$ cat src/hdl/qvr_pkg.sv
// ----------------------------------------------------------------------------
// qvr_pkg
// Shared widths, types and helpers for the quaternion vertex rotator.
// ----------------------------------------------------------------------------
package qvr_pkg;

	localparam int COORD_WIDTH    = 24;
	localparam int QUAT_FRAC_BITS = 14;
	localparam int QUAT_WIDTH     = 16;

	// q * v : one product, three terms plus rounding constant
	localparam int PROD1_W = QUAT_WIDTH + COORD_WIDTH;
	localparam int SUM1_W  = (PROD1_W + 2 > QUAT_FRAC_BITS + 2) ?
		PROD1_W + 2 : QUAT_FRAC_BITS + 2;
	localparam int PV_W    = SUM1_W - QUAT_FRAC_BITS;

	// (q * v) * conj(q) : four terms plus rounding constant
	localparam int PROD2_W = PV_W + QUAT_WIDTH;
	localparam int SUM2_W  = (PROD2_W + 3 > QUAT_FRAC_BITS + 2) ?
		PROD2_W + 3 : QUAT_FRAC_BITS + 2;
	localparam int RES_W   = (SUM2_W - QUAT_FRAC_BITS > COORD_WIDTH) ?
		SUM2_W - QUAT_FRAC_BITS : COORD_WIDTH + 1;

	localparam logic [COORD_WIDTH-1:0] COORD_MAX = {1'b0, {(COORD_WIDTH-1){1'b1}}};
	localparam logic [COORD_WIDTH-1:0] COORD_MIN = {1'b1, {(COORD_WIDTH-1){1'b0}}};

	// configuration register indexes
	localparam int CFG_IDX_W = 2;
	localparam logic [CFG_IDX_W-1:0] REG_QUAT_W = 2'd0;
	localparam logic [CFG_IDX_W-1:0] REG_QUAT_X = 2'd1;
	localparam logic [CFG_IDX_W-1:0] REG_QUAT_Y = 2'd2;
	localparam logic [CFG_IDX_W-1:0] REG_QUAT_Z = 2'd3;

	localparam logic [QUAT_WIDTH-1:0] QUAT_W_RESET = 16'd16384;

	typedef struct packed {
		logic [QUAT_WIDTH-1:0] w;
		logic [QUAT_WIDTH-1:0] x;
		logic [QUAT_WIDTH-1:0] y;
		logic [QUAT_WIDTH-1:0] z;
	} quat_t;

	typedef struct packed {
		logic [PV_W-1:0] w;
		logic [PV_W-1:0] x;
		logic [PV_W-1:0] y;
		logic [PV_W-1:0] z;
	} pv_t;

	typedef struct packed {
		logic [RES_W-1:0] x;
		logic [RES_W-1:0] y;
		logic [RES_W-1:0] z;
	} res_t;

	typedef struct packed {
		logic                   clip;
		logic [COORD_WIDTH-1:0] val;
	} sat_t;

	function automatic logic signed [PROD1_W-1:0] mul_qv(
		input logic signed [QUAT_WIDTH-1:0]  q,
		input logic signed [COORD_WIDTH-1:0] v
	);
		return q * v;
	endfunction

	function automatic logic signed [PROD2_W-1:0] mul_pq(
		input logic signed [PV_W-1:0]       p,
		input logic signed [QUAT_WIDTH-1:0] q
	);
		return p * q;
	endfunction

	function automatic sat_t sat_coord(input logic signed [RES_W-1:0] v);
		logic [RES_W-COORD_WIDTH:0] hi;
		sat_t r;
		hi = v[RES_W-1:COORD_WIDTH-1];
		if (&hi || ~|hi) begin
			r.clip = 1'b0;
			r.val  = v[COORD_WIDTH-1:0];
		end else begin
			r.clip = 1'b1;
			r.val  = v[RES_W-1] ? COORD_MIN : COORD_MAX;
		end
		return r;
	endfunction

endpackage

$ cat src/hdl/qvr_if.sv


interface rot_if import qvr_pkg::*; ();
	logic                   valid;
	logic                   ready;
	logic [COORD_WIDTH-1:0] rot_x;
	logic [COORD_WIDTH-1:0] rot_y;
	logic [COORD_WIDTH-1:0] rot_z;
	logic                   clipped;

	modport source (output valid, rot_x, rot_y, rot_z, clipped, input ready);
	modport sink   (input valid, rot_x, rot_y, rot_z, clipped, output ready);
endinterface

$ cat src/hdl/qvr_sat_out.sv
// ----------------------------------------------------------------------------
// qvr_sat_out
// Stage 5: saturate to coordinate range, flag clipping, output register.
// ----------------------------------------------------------------------------
module qvr_sat_out import qvr_pkg::*; (
	input  logic   clk,
	input  logic   arst_n,
	input  logic   in_valid,
	output logic   in_ready,
	input  res_t   res,
	rot_if.source  rot
);

	logic en_s5;
	logic vld_s5;
	sat_t sx, sy, sz;
	logic [COORD_WIDTH-1:0] x_s5, y_s5, z_s5;
	logic clip_s5;

	assign en_s5    = !vld_s5 || rot.ready;
	assign in_ready = en_s5;

	always_comb begin
		sx = sat_coord(res.x);
		sy = sat_coord(res.y);
		sz = sat_coord(res.z);
	end

	always_ff @(posedge clk or negedge arst_n) begin
		if (!arst_n)
			vld_s5 <= 1'b0;
		else if (en_s5)
			vld_s5 <= in_valid;
	end

	always_ff @(posedge clk) begin
		if (en_s5 && in_valid) begin
			x_s5    <= sx.val;
			y_s5    <= sy.val;
			z_s5    <= sz.val;
			clip_s5 <= sx.clip | sy.clip | sz.clip;
		end
	end

	assign rot.valid   = vld_s5;
	assign rot.rot_x   = x_s5;
	assign rot.rot_y   = y_s5;
	assign rot.rot_z   = z_s5;
	assign rot.clipped = clip_s5;

	// a clipped vertex has at least one coordinate pinned at a range limit
	a_clip_rail: assert property (@(posedge clk) disable iff (!arst_n)
		vld_s5 && clip_s5 |->
			(x_s5 == COORD_MAX || x_s5 == COORD_MIN ||
			 y_s5 == COORD_MAX || y_s5 == COORD_MIN ||
			 z_s5 == COORD_MAX || z_s5 == COORD_MIN))
		else $error("clipped flag set with no coordinate at a limit");

endmodule

$ cat src/flat_wrapper.sv
// flat-port wrapper written by rule: the top's interface ports become plain ports
module qvr_sat_out_flat import qvr_pkg::*;
  (clk, arst_n, in_valid, in_ready, res, rot_valid, rot_rot_x, rot_rot_y, rot_rot_z, rot_clipped, rot_ready);
  rot_if rot_i ();
  input  logic clk;
  input  logic arst_n;
  input  logic in_valid;
  output logic in_ready;
  input  res_t res;
  output wire logic [$bits(rot_i.valid)-1:0] rot_valid;
  output wire logic [$bits(rot_i.rot_x)-1:0] rot_rot_x;
  output wire logic [$bits(rot_i.rot_y)-1:0] rot_rot_y;
  output wire logic [$bits(rot_i.rot_z)-1:0] rot_rot_z;
  output wire logic [$bits(rot_i.clipped)-1:0] rot_clipped;
  input wire logic [$bits(rot_i.ready)-1:0] rot_ready;
  assign rot_valid = rot_i.valid;
  assign rot_rot_x = rot_i.rot_x;
  assign rot_rot_y = rot_i.rot_y;
  assign rot_rot_z = rot_i.rot_z;
  assign rot_clipped = rot_i.clipped;
  assign rot_i.ready = rot_ready;
  qvr_sat_out u_core (.clk(clk), .arst_n(arst_n), .in_valid(in_valid), .in_ready(in_ready), .res(res), .rot(rot_i));
endmodule
$ cat config.mk
export PLATFORM = sky130hd
export DESIGN_NAME = qvr_sat_out_flat
export DESIGN_NICKNAME = d
export VERILOG_FILES = /design/src/hdl/qvr_pkg.sv /design/src/hdl/qvr_if.sv /design/src/hdl/qvr_sat_out.sv /design/src/flat_wrapper.sv
export SDC_FILE = /design/constraint.sdc
export NUM_CORES = 1
export LEC_CHECK = 0
export ABC_CLOCK_PERIOD_IN_PS = 3520
export BUFFER_PORTS_ARGS = -buffer_cell sky130_fd_sc_hd__clkbuf_2
export CORE_ASPECT_RATIO = 0.6
export CORE_MARGIN = 2
export CORE_UTILIZATION = 35
export CTS_CLUSTER_DIAMETER = 80
export DETAILED_ROUTE_END_ITERATION = 10
export PLACE_DENSITY = 0.7
export RECOVER_POWER = 25
export SYNTH_ARGS = -nofsm -noshare
export SYNTH_HDL_FRONTEND = slang
export SYNTH_SLANG_ARGS = --single-unit
$ cat constraint.sdc
create_clock -name clk -period 3.52 [get_ports clk]
set_input_delay 0.528 -clock clk [delete_from_list [all_inputs] [get_ports clk]]
set_output_delay 0.528 -clock clk [all_outputs]
set_load 0.01 [all_outputs]
==> results by group <==
Critical path
  – Slowest Stage Delay on Critical Path: 0.79 ns
  – Crit-path slowest cell: o31ai_4
  – CP Launch Type: input pin
  – Cell Chain, Critical Path: clkbuf_1 -> nand4_1 -> o31ai_4 -> nand3_1
  – Worst Path Buf+Inv: 1
  – CP Class: input pin to flop
  – CP required: 3.56 ns
  – Worst-path maximum fanout: 24
  – Crit. End Element: flop
  – CP arrival: 1.84 ns
  – Top delay family on crit path: compound AO/OA/AOI/OAI gates

Global routing
  – Largest net degree at the start of global routing: 74
  – First-pass GRT wire length: 11500 um
  – Antenna violations before repair: 0
  – Vias in the first global route: 2344
  – Gr usage total: 0.154
  – Total grt overflow: 0

Logic synthesis
  – Mapped Area: 3140 um^2
  – Synth top area share: 0.698
  – Post-synth top area cell: edfxtp_1
  – Syn Inst Count: 189
  – Seq cells post-synth: 74
  – Mean Syn Cell Area: 16.6 um^2
  – Post-synthesis sequential area ratio: 0.706
  – Top post-synthesis cells by area: edfxtp_1 70%, a21o_1 16%, buf_6 4.3%, nor4_2 2.0%, nand4_1 1.2%
  – Count of cell types in the netlist: 18
  – Yosys warns: 0
  – Syn Nets: 292

Job
  – Max Cap Viol: 0

Route
  – Remaining DRCs: 0
  – Final ANT Viol Nets: 0
  – Drt first pass iters: 4
  – Final WL: 7390 um
  – Avg Vias per Cell: 4.79
  – Routed WL per cell: 15.4 um
  – DRT iter0 DRCs: 114
  – Vias: 2302

Timing
  – RSZ-0062 raised after global routing: false
  – Fin crit period: 1.80 ns
  – Worst Tran Pin Value: 0.954 ns
  – Tcrit/Tclk final: 0.511
  – Final setup margin: 1.72 ns
  – Number of setup violations in the final report: 0
  – Fin Clk Skew: 0.00280 ns
  – F_max: 0.556 GHz
  – Max Slew Vio Count: 0
  – Setup TNS Final: 0 ns
  – Hold slack final: 0.414 ns
  – Max_slew headroom: 0.364
  – Final Hold Vio Count: 0

Power
  – Peak supply drop: 0.000251 V
  – Pleak: 1.99 nW
  – Power Density: 495 nW/um^2

Floorplan
  – Die ar.: 9780 um^2
  – Num rows: 26
  – Core box area: 8620 um^2
  – Chip Height: 77.4 um
  – Die X: 126 um
  – I/O pin cnt: 178
  – Initial Utilization: 0.364

Clocking
  – Clk_lat worst skew: 0.33 ns
  – CTS tree: built
  – CTS sink count: 74
  – Clock Pin Slew Worst Setup and Hold Paths: 0.05 ns
  – H-tree lvl count: 3
  – Clock root buffer: clkbuf_16
  – CTS max path bufs: 2
  – Num CTS Buffers: 9

Final layout
  – Final Net Count: 468
  – Layout cells sized above 1: 0.412
  – ANT cells: 0
  – Synth-to-Final Area Change: 35.6%

Hold path
  – Tightest Hold Check Type: input pin to flop

Placed design
  – DP Wirelength: 5340 um
  – Routability cong.: 0.742
  – Setup slack at placement: 1.42 ns
  – Port Buf Inserts: 177

Status
  – Status: finished, final reports clean
==> layout by cell type (no fill, tap or decap) <==
cell and instances:
clkinv_2 2, edfxtp_1 73, a311oi_2 2, bufinv_16 1, nor4_1 1, clkbuf_1 55, clkbuf_2 124, a31o_2 2
nand3_1 2, nand2b_1 2, dfrtp_1 1, a21o_1 69, and2_4 1, nand2_1 3, nor2_1 3, dlygate4sd3_1 1
nor4_2 5, nor2b_4 1, nor3_2 2, nand4_1 6, clkbuf_16 9, o31ai_4 1, buf_4 2, clkinv_1 1
==> timing repair <==
action	CTS	global route
endpoints found under the hold margin	1	0
buffers inserted	0	0
gates resized for setup	0	0
hold buffers	1	0
==> cell families (layout without fill, tap and decap cells) <==
group / count (synthesis) / in the layout / share of synthesized area
AND/OR/NAND/NOR: 26 / 26 / 0.0609
AO/OA/AOI/OAI: 74 / 74 / 0.187
flip-flops: 74 / 74 / 0.706
buffers and inverters: 15 / 195 / 0.0466
==> stage by stage <==
| stage | total power, W | utilization | area (um^2) | std cells |
|---|---|---|---|---|
| floorplan | 0.00116 | - | 3140 | 189 |
| global placement | 0.00127 | 0.469 | 4040 | 465 |
| detailed placement | 0.00128 | 0.469 | 4040 | 465 |
| CTS | 0.00215 | 0.502 | 4330 | 481 |
| global route | 0.00220 | 0.494 | 4260 | 481 |
| finish | 0.00211 | 0.494 | 4260 | 481 |
==> worst register-to-register path, cell delays in order (launching register included) <==
cell and delay [ns]:
dfrtp_1 0.37, nand2b_1 0.11, and2_4 0.78
==> power breakdown <==
part           internal [W]  switching (W)  total (W)
Sequential          0.00103      0.0000128    0.00104
Combinational     0.0000918       0.000115   0.000207
Clock              0.000540       0.000320   0.000860
==> routing by layer <==
layer  up-vias  share of wire  wire [um]  GRT usage
met5         -              0          0          0
met4         0          0.018        135     0.0593
met3        14           0.11        805     0.0834
met2       108           0.46       3420      0.238
met1      1086           0.41       3030      0.180
li1       1094              -          -          -
==> sequential cells by signal, summed over array words and instances, names as in the netlist <==
register / cells
u_core.rot.valid: 1
u_core.rot.rot_z: 24
u_core.rot.clipped: 1
u_core.rot.rot_y: 24
u_core.rot.rot_x: 24
==> synthesized netlist by cell type, drive strengths merged <==
cell	instances
o31ai	1
nor2b	1
buf	12
nor2	3
nor4	6
nand3	2
a31o	2
nor3	2
nand2b	2
dfrtp	1
nand2	3
a21o	69
clkbuf	3
a311oi	2
and2	1
edfxtp	73
nand4	6
==> path summary, 6_finish.rpt <==
check	from	end	slack, ns	depth (start not counted)
worst max-delay path	res[32]	u_core.rot.clipped$_DFFE_PP_	1.72	4
worst min-delay path	in_valid	u_core.rot.valid$_DFFE_PN0N_	0.41	2
max in group asynchronous	arst_n	u_core.rot.valid$_DFFE_PN0N_	2.93	2
min in group asynchronous	arst_n	u_core.rot.valid$_DFFE_PN0N_	0.51	2
worst max register to register	u_core.rot.valid$_DFFE_PN0N_	u_core.rot.rot_y[16]$_DFFE_PP_	1.84	2
worst min register to register	u_core.rot.valid$_DFFE_PN0N_	u_core.rot.valid$_DFFE_PN0N_	0.54	2
==> layout make-up <==
class | count | area (um^2)
Clock inverter | 4 | 43.8
Fill cell | 821 | 4360
Multi-Input combinational cell | 100 | 781
Sequential cell | 74 | 2220
Clock buffer | 11 | 233
Timing Repair Buffer | 180 | 845
Tap cell | 112 | 140
Note: power is estimated with default switching activity, not from simulation.
